File: config.mk
export PLATFORM = sky130hd
export DESIGN_NAME = pixel_format_to_rgb_core
export DESIGN_NICKNAME = d
export VERILOG_FILES = /design/src/hw/rtl/pfrgb_pkg.sv /design/src/hw/rtl/pfrgb_in_reg.sv /design/src/hw/rtl/pfrgb_convert_reg.sv /design/src/hw/rtl/pixel_format_to_rgb_core.sv
export SDC_FILE = /design/constraint.sdc
export NUM_CORES = 1
export LEC_CHECK = 0
export ABC_AREA = 1
export CAP_MARGIN = 20
export CORE_ASPECT_RATIO = 1.5
export CORE_MARGIN = 2
export CORE_UTILIZATION = 65
export CTS_CLUSTER_DIAMETER = 50
export DETAILED_ROUTE_END_ITERATION = 7
export DONT_BUFFER_PORTS = 1
export PLACE_DENSITY = 0.9
export SLEW_MARGIN = 20
export SYNTH_ARGS = -nofsm -noshare
export SYNTH_HDL_FRONTEND = slang
export SYNTH_HIERARCHICAL = 1
export SYNTH_SLANG_ARGS = --single-unit
File: constraint.sdc
create_clock -name clk -period 10.75 [get_ports clk]
set_clock_uncertainty 0.2 [all_clocks]
set_input_delay 0.5375 -clock clk [delete_from_list [all_inputs] [get_ports clk]]
set_output_delay 0.5375 -clock clk [all_outputs]
set_load 0.005 [all_outputs]
File: src/hw/rtl/pfrgb_pkg.sv
// Package with the types, mode codes and fixed-point constants of the pixel format converter.
package pfrgb_pkg;

	localparam int unsigned SAMPLE_W = 8;
	localparam int unsigned MODE_W   = 2;
	localparam int unsigned ACC_W    = 28;

	localparam logic [MODE_W-1:0] MODE_YCC420 = 2'd0;
	localparam logic [MODE_W-1:0] MODE_GREY   = 2'd1;
	localparam logic [MODE_W-1:0] MODE_RGB    = 2'd2;

	localparam logic signed [ACC_W-1:0] COEF_RV = 28'sd91881;
	localparam logic signed [ACC_W-1:0] COEF_GU = 28'sd22554;
	localparam logic signed [ACC_W-1:0] COEF_GV = 28'sd46802;
	localparam logic signed [ACC_W-1:0] COEF_BU = 28'sd116130;

	localparam logic [SAMPLE_W:0]   CHROMA_OFFSET = 9'd128;
	localparam logic [SAMPLE_W-1:0] CHAN_MAX      = 8'd255;

	typedef struct packed {
		logic [SAMPLE_W-1:0] sa;
		logic [SAMPLE_W-1:0] sb;
		logic [SAMPLE_W-1:0] sc;
	} pfrgb_pix_t;

	// Floors a Q16 sum and saturates it to one 8-bit channel.
	function automatic logic [SAMPLE_W-1:0] clamp_q16(input logic signed [ACC_W-1:0] s);
		logic [SAMPLE_W-1:0] res;
		if (s[ACC_W-1]) begin
			res = '0;
		end else if (|s[ACC_W-2:16+SAMPLE_W]) begin
			res = CHAN_MAX;
		end else begin
			res = s[16+SAMPLE_W-1:16];
		end
		return res;
	endfunction

endpackage

File: src/hw/rtl/pfrgb_in_reg.sv
// Input register stage with the chroma hold for the pixel format converter.
module pfrgb_in_reg
	import pfrgb_pkg::*;
(
	input  logic                clk,
	input  logic                arst_n,
	input  logic [MODE_W-1:0]   format_mode,
	input  logic                in_valid,
	output logic                in_stall,
	input  logic [SAMPLE_W-1:0] sample_a,
	input  logic [SAMPLE_W-1:0] sample_b,
	input  logic [SAMPLE_W-1:0] sample_c,
	input  logic                take_chroma,
	input  logic                s2_free,
	output logic                valid_s1,
	output pfrgb_pix_t          pix_s1
);

	logic [SAMPLE_W-1:0] held_cb_q;
	logic [SAMPLE_W-1:0] held_cr_q;
	logic                accept;
	logic                latch;
	pfrgb_pix_t          pix_next;

	assign in_stall = valid_s1 & ~s2_free;
	assign accept   = in_valid & ~in_stall;
	assign latch    = (format_mode == MODE_YCC420) & take_chroma;

	always_comb begin
		pix_next.sa = sample_a;
		pix_next.sb = sample_b;
		pix_next.sc = sample_c;
		if ((format_mode == MODE_YCC420) && !take_chroma) begin
			pix_next.sb = held_cb_q;
			pix_next.sc = held_cr_q;
		end
	end

	always_ff @(posedge clk or negedge arst_n) begin
		if (!arst_n) begin
			held_cb_q <= '0;
			held_cr_q <= '0;
			valid_s1  <= 1'b0;
		end else begin
			if (accept && latch) begin
				held_cb_q <= sample_b;
				held_cr_q <= sample_c;
			end
			if (accept) begin
				valid_s1 <= 1'b1;
			end else if (s2_free) begin
				valid_s1 <= 1'b0;
			end
		end
	end

	always_ff @(posedge clk) begin
		if (accept) begin
			pix_s1 <= pix_next;
		end
	end

endmodule

File: src/hw/rtl/pfrgb_convert_reg.sv
// Color conversion logic and result register of the pixel format converter.
module pfrgb_convert_reg
	import pfrgb_pkg::*;
(
	input  logic                clk,
	input  logic                arst_n,
	input  logic [MODE_W-1:0]   format_mode,
	input  logic                valid_s1,
	input  pfrgb_pix_t          pix_s1,
	output logic                s2_free,
	output logic                out_valid,
	input  logic                out_stall,
	output logic [SAMPLE_W-1:0] red,
	output logic [SAMPLE_W-1:0] green,
	output logic [SAMPLE_W-1:0] blue
);

	logic [SAMPLE_W:0]          u_raw;
	logic [SAMPLE_W:0]          v_raw;
	logic signed [ACC_W-1:0]    u_w;
	logic signed [ACC_W-1:0]    v_w;
	logic signed [ACC_W-1:0]    y_w;
	logic signed [ACC_W-1:0]    sum_r;
	logic signed [ACC_W-1:0]    sum_g;
	logic signed [ACC_W-1:0]    sum_b;
	logic [SAMPLE_W-1:0]        red_next;
	logic [SAMPLE_W-1:0]        green_next;
	logic [SAMPLE_W-1:0]        blue_next;

	assign s2_free = ~out_valid | ~out_stall;

	assign u_raw = {1'b0, pix_s1.sb} - CHROMA_OFFSET;
	assign v_raw = {1'b0, pix_s1.sc} - CHROMA_OFFSET;
	assign u_w   = {{(ACC_W-SAMPLE_W-1){u_raw[SAMPLE_W]}}, u_raw};
	assign v_w   = {{(ACC_W-SAMPLE_W-1){v_raw[SAMPLE_W]}}, v_raw};
	assign y_w   = {{(ACC_W-SAMPLE_W-16){1'b0}}, pix_s1.sa, 16'd0};

	assign sum_r = y_w + COEF_RV * v_w;
	assign sum_g = y_w - COEF_GU * u_w - COEF_GV * v_w;
	assign sum_b = y_w + COEF_BU * u_w;

	always_comb begin
		case (format_mode)
			MODE_YCC420: begin
				red_next   = clamp_q16(sum_r);
				green_next = clamp_q16(sum_g);
				blue_next  = clamp_q16(sum_b);
			end
			MODE_GREY: begin
				red_next   = pix_s1.sa;
				green_next = pix_s1.sa;
				blue_next  = pix_s1.sa;
			end
			MODE_RGB: begin
				red_next   = pix_s1.sa;
				green_next = pix_s1.sb;
				blue_next  = pix_s1.sc;
			end
			default: begin
				red_next   = '0;
				green_next = '0;
				blue_next  = '0;
			end
		endcase
	end

	always_ff @(posedge clk or negedge arst_n) begin
		if (!arst_n) begin
			out_valid <= 1'b0;
		end else if (s2_free) begin
			out_valid <= valid_s1;
		end
	end

	always_ff @(posedge clk) begin
		if (s2_free && valid_s1) begin
			red   <= red_next;
			green <= green_next;
			blue  <= blue_next;
		end
	end

endmodule

File: src/hw/rtl/pixel_format_to_rgb_core.sv
// Top level of the pixel format converter from YCbCr, grey or RGB samples to RGB.
//
// Channel   Direction  Handshake             Payload
// input     in         in_valid / in_stall   sample_a, sample_b, sample_c, take_chroma
// output    out        out_valid / out_stall red, green, blue
// config    in         cfg_wr_en             cfg_wr_data (format mode)
//
// One transaction per clock is sustained while the output is not stalled; an accepted input
// passes through the input register and then the result register before out_valid shows it.
// The rate is set by the single pass through the constant multiplies, the sums and the
// clamp between the input register and the result register.
// Reset clears the valid flags, the held chroma and the format mode.
// A stalled output holds its transaction; the input stalls only when both stages are full
// and the output is stalled.
module pixel_format_to_rgb_core
	import pfrgb_pkg::*;
(
	input  logic                clk,
	input  logic                arst_n,
	input  logic                cfg_wr_en,
	input  logic [MODE_W-1:0]   cfg_wr_data,
	input  logic                in_valid,
	output logic                in_stall,
	input  logic [SAMPLE_W-1:0] sample_a,
	input  logic [SAMPLE_W-1:0] sample_b,
	input  logic [SAMPLE_W-1:0] sample_c,
	input  logic                take_chroma,
	output logic                out_valid,
	input  logic                out_stall,
	output logic [SAMPLE_W-1:0] red,
	output logic [SAMPLE_W-1:0] green,
	output logic [SAMPLE_W-1:0] blue
);

	logic [MODE_W-1:0] format_mode_q;
	logic              valid_s1;
	logic              s2_free;
	pfrgb_pix_t        pix_s1;

	always_ff @(posedge clk or negedge arst_n) begin
		if (!arst_n) begin
			format_mode_q <= MODE_YCC420;
		end else if (cfg_wr_en) begin
			format_mode_q <= cfg_wr_data;
		end
	end

	pfrgb_in_reg u_in_reg (
		.clk         (clk),
		.arst_n      (arst_n),
		.format_mode (format_mode_q),
		.in_valid    (in_valid),
		.in_stall    (in_stall),
		.sample_a    (sample_a),
		.sample_b    (sample_b),
		.sample_c    (sample_c),
		.take_chroma (take_chroma),
		.s2_free     (s2_free),
		.valid_s1    (valid_s1),
		.pix_s1      (pix_s1)
	);

	pfrgb_convert_reg u_convert_reg (
		.clk         (clk),
		.arst_n      (arst_n),
		.format_mode (format_mode_q),
		.valid_s1    (valid_s1),
		.pix_s1      (pix_s1),
		.s2_free     (s2_free),
		.out_valid   (out_valid),
		.out_stall   (out_stall),
		.red         (red),
		.green       (green),
		.blue        (blue)
	);

endmodule

==> results.sh <==
export IMPL_min_to="u_in_reg/pix_s1[20]"
export IMPL_portBuffers=0
export IMPL_finalSetupTns_ns=0
export IMPL_slowest_stage="edfxtp_1"
export IMPL_place_hpwl_um=30700
export IMPL_clockBufferDepth=2
export IMPL_final_cell_mix="346 x inv_1, 296 x ha_1, 277 x nand2_1, 122 x fa_1, 120 x a21oi_1"
export IMPL_synth_top_area_cell="ha_1"
export IMPL_initial_core_util_pct=66.3
export IMPL_drv_cap=0
export IMPL_synth_area_mm2=0.0135
export IMPL_synthDistinctLibCells=53
export IMPL_relSlewSlack_pct=32.6
export IMPL_num_rows=64
export IMPL_critical_path_max_stage_delay_ns=0.75
export IMPL_vias_per_cell=5.99
export IMPL_io_pin_count=58
export IMPL_worst_setup_path_start_kind="flip-flop"
export IMPL_synth_compound_area_share_pct=10.3
export IMPL_hold_path_depth=0
export IMPL_overflow=0
export IMPL_crit_path_frequent_cell="ha_1"
export IMPL_die_h_um=181
export IMPL_syn_inst=1636
export IMPL_drtPass1Iterations=5
export IMPL_grt_pass1_vias=12000
export IMPL_ant_nets=0
export IMPL_postSynthAreaPerCell_um2=8.28
export IMPL_drc=0
export IMPL_netlist_area_leader_share_pct=27.4
export IMPL_worst_r2r_endpoint="u_convert_reg/green[7]"
export IMPL_num_antenna_cells=0
export IMPL_min_delay_start="sample_a[4]"
export IMPL_slew_violations=0
export IMPL_final_common_cell="inv_1"
export IMPL_synth_simple_area_share_pct=15.1
export IMPL_fillers=1588
export IMPL_drtIter0Drc=796
export IMPL_postCtsSetupRepairBufs=0
export IMPL_critical_path_class="reg -> reg"
export IMPL_synth_fp_nets=2086
export IMPL_ys_top_cells_by_area="ha_1 27%, fa_1 18%, edfxtp_1 11%"
export IMPL_fp_dieW_um=122
export IMPL_cts_max_level=3
export IMPL_timing_final_crit_share_pct=77.0
export IMPL_cts_buffers_inserted=9
export IMPL_finalHoldViolations=0
export IMPL_wl_per_cell_um=19.3
export IMPL_grt_max_degree=42
export IMPL_clk_pin_slew_ns=0.06
export IMPL_max_freq_mhz=121
export IMPL_drive_gt1_share_pct=2.92
export IMPL_root_buffer="clkbuf_16"
export IMPL_grt_pass1_wl_um=58500
export IMPL_synth_top_family_by_area="adder cells"
export IMPL_antenna_found_initial=0
export IMPL_synth_xor_area_share_pct=4.52
export IMPL_status="complete, no violations"
export IMPL_yosys_warnings=6
export IMPL_synth_adder_area_share_pct=45.4
export IMPL_postSynth_asyncResetShare_pct=29.4
export IMPL_rrSetupSlack_ns=2.47
export IMPL_finalSetupViolCount=0
export IMPL_rsz0062_at_grt="false"
export IMPL_tightest_slew_ns=1.01
export IMPL_hold_path_class="in -> reg"
export IMPL_clkLatencyLatePin_ns=0.33
export IMPL_rr_worst_depth=30
export IMPL_fin_crit_ns=8.28
export IMPL_routed_wl_um=36800
export IMPL_die_area_mm2=0.0220
export IMPL_synth_mux_area_share_pct=0
export IMPL_crit_required_ns=10.59
export IMPL_ys_flop_type="edfxtp_1"
export IMPL_cts_sinks=68
export IMPL_crit_arrival_ns=8.12
export IMPL_syn_to_final_growth_pct=4.30
export IMPL_routabilityCongestion=1.02
export IMPL_synth_edf_count=48
export IMPL_vias=11400
export IMPL_cts_tree="done"
export IMPL_synth_seq_area_share_pct=14.3
export IMPL_cp_end_kind="flip-flop"
export IMPL_ys_ff_latch=68
export IMPL_critPathMaxFanout=15
export IMPL_grt_use_total_pct=34.3
export IMPL_core_mm2=0.0204
export IMPL_nNetsFinal=2089
export IMPL_r2r_start="u_in_reg/pix_s1[7]"
[synthesized netlist by cell type, types with 3 or more instances]
library cell  number
a21o_1            13
a21oi_1          121
a31oi_1            4
clkbuf_1           5
dfrtp_1           20
edfxtp_1          48
fa_1             122
ha_1             296
inv_1            346
inv_2              6
nand2_1          277
nand2_2            7
nand3_1           61
nand3b_1           4
nand4_1           25
nor2_1            62
nor3_1            10
nor4_1             7
o211ai_1           7
o21ai_0           46
o21ai_1           16
o21bai_1          11
o22ai_1           12
o31ai_1            3
or2_2              4
xnor2_1           27
xor2_1            41
[metrics by stage]
stage	instance area (um^2)	cells	util [%]	setup slack [ns]	hold WS (ns)
after floorplan	13500	1636	-	3.67	0.0419
after global placement	13800	1891	67.7	2.74	0.0423
after detailed placement	13800	1891	67.7	2.54	0.0425
after CTS	14100	1908	69.2	2.47	0.0953
after global routing	14100	1908	69.2	1.84	0.0789
final	14100	1908	69.2	2.47	0.0986
[timing repair]
| item | 4_1_cts | 5_1_grt |
|---|---|---|
| hold endpoints to repair | 20 | 0 |
| hold buffers | 1 | 0 |
| gates resized for setup | 0 | 0 |
[per-layer routing]
| metal | track usage (%) | wire (um) | vias up |
|---|---|---|---|
| met1 | 34.4 | 12400 | 5415 |
| met3 | 6.19 | 2290 | 177 |
| met2 | 62.6 | 19100 | 486 |
| met5 | 0 | 0 | - |
| li1 | - | - | 5355 |
| met4 | 23.5 | 2960 | 0 |
[critical path, delay by kind of cell (launching register included)]
kind,cells,cell delay (ns)
XOR/XNOR,2,0.49
AND/OR/NAND/NOR,7,1.00
AO/OA/AOI/OAI,9,1.58
buffers and inverters,4,0.83
flip-flops,1,0.75
adder cells (fa/ha/maj),8,3.15
[cells by family after synthesis]
logic type | after synthesis
adder cells (fa/ha/maj) | 418
AND/OR/NAND/NOR | 471
XOR/XNOR | 69
buffers and inverters | 364
flip-flops | 68
AO/OA/AOI/OAI | 246
[area by class of cell]
class	instances	area [um^2]	share of cell area, %
sequential	68	1940	13.8
clock buffer	11	254	1.80
timing repair buffer	4	32.5	0.230
inverter	352	1320	9.36
clock inverter	5	31.3	0.222
multi-input combinational	1204	10200	72.3
tap	264	330	2.34
[state kept, by name, summed over array words and instances (netlist names), 2 cells and up]
name                 cells
format_mode_q            2
u_convert_reg/blue       8
u_convert_reg/green      8
u_convert_reg/red        8
u_in_reg/held_cb_q       8
u_in_reg/held_cr_q       8
u_in_reg/pix_s1         24
[worst max-delay path by stage]
stage / startpoint / end / slack [ns]
2_1_floorplan: u_in_reg/pix_s1[7] / u_convert_reg/green[0] / 3.67
3_3_place_gp: u_in_reg/pix_s1[7] / u_convert_reg/green[2] / 2.74
3_5_place_dp: u_in_reg/pix_s1[7] / u_convert_reg/green[7] / 2.54
4_1_cts: u_in_reg/pix_s1[7] / u_convert_reg/green[7] / 2.47
5_1_grt: u_in_reg/pix_s1[7] / u_convert_reg/green[7] / 1.84
6_report: u_in_reg/pix_s1[7] / u_convert_reg/green[7] / 2.47
Power is not shown: default switching activity piles up to over one toggle a cycle in this logic, so the estimate is an artifact.
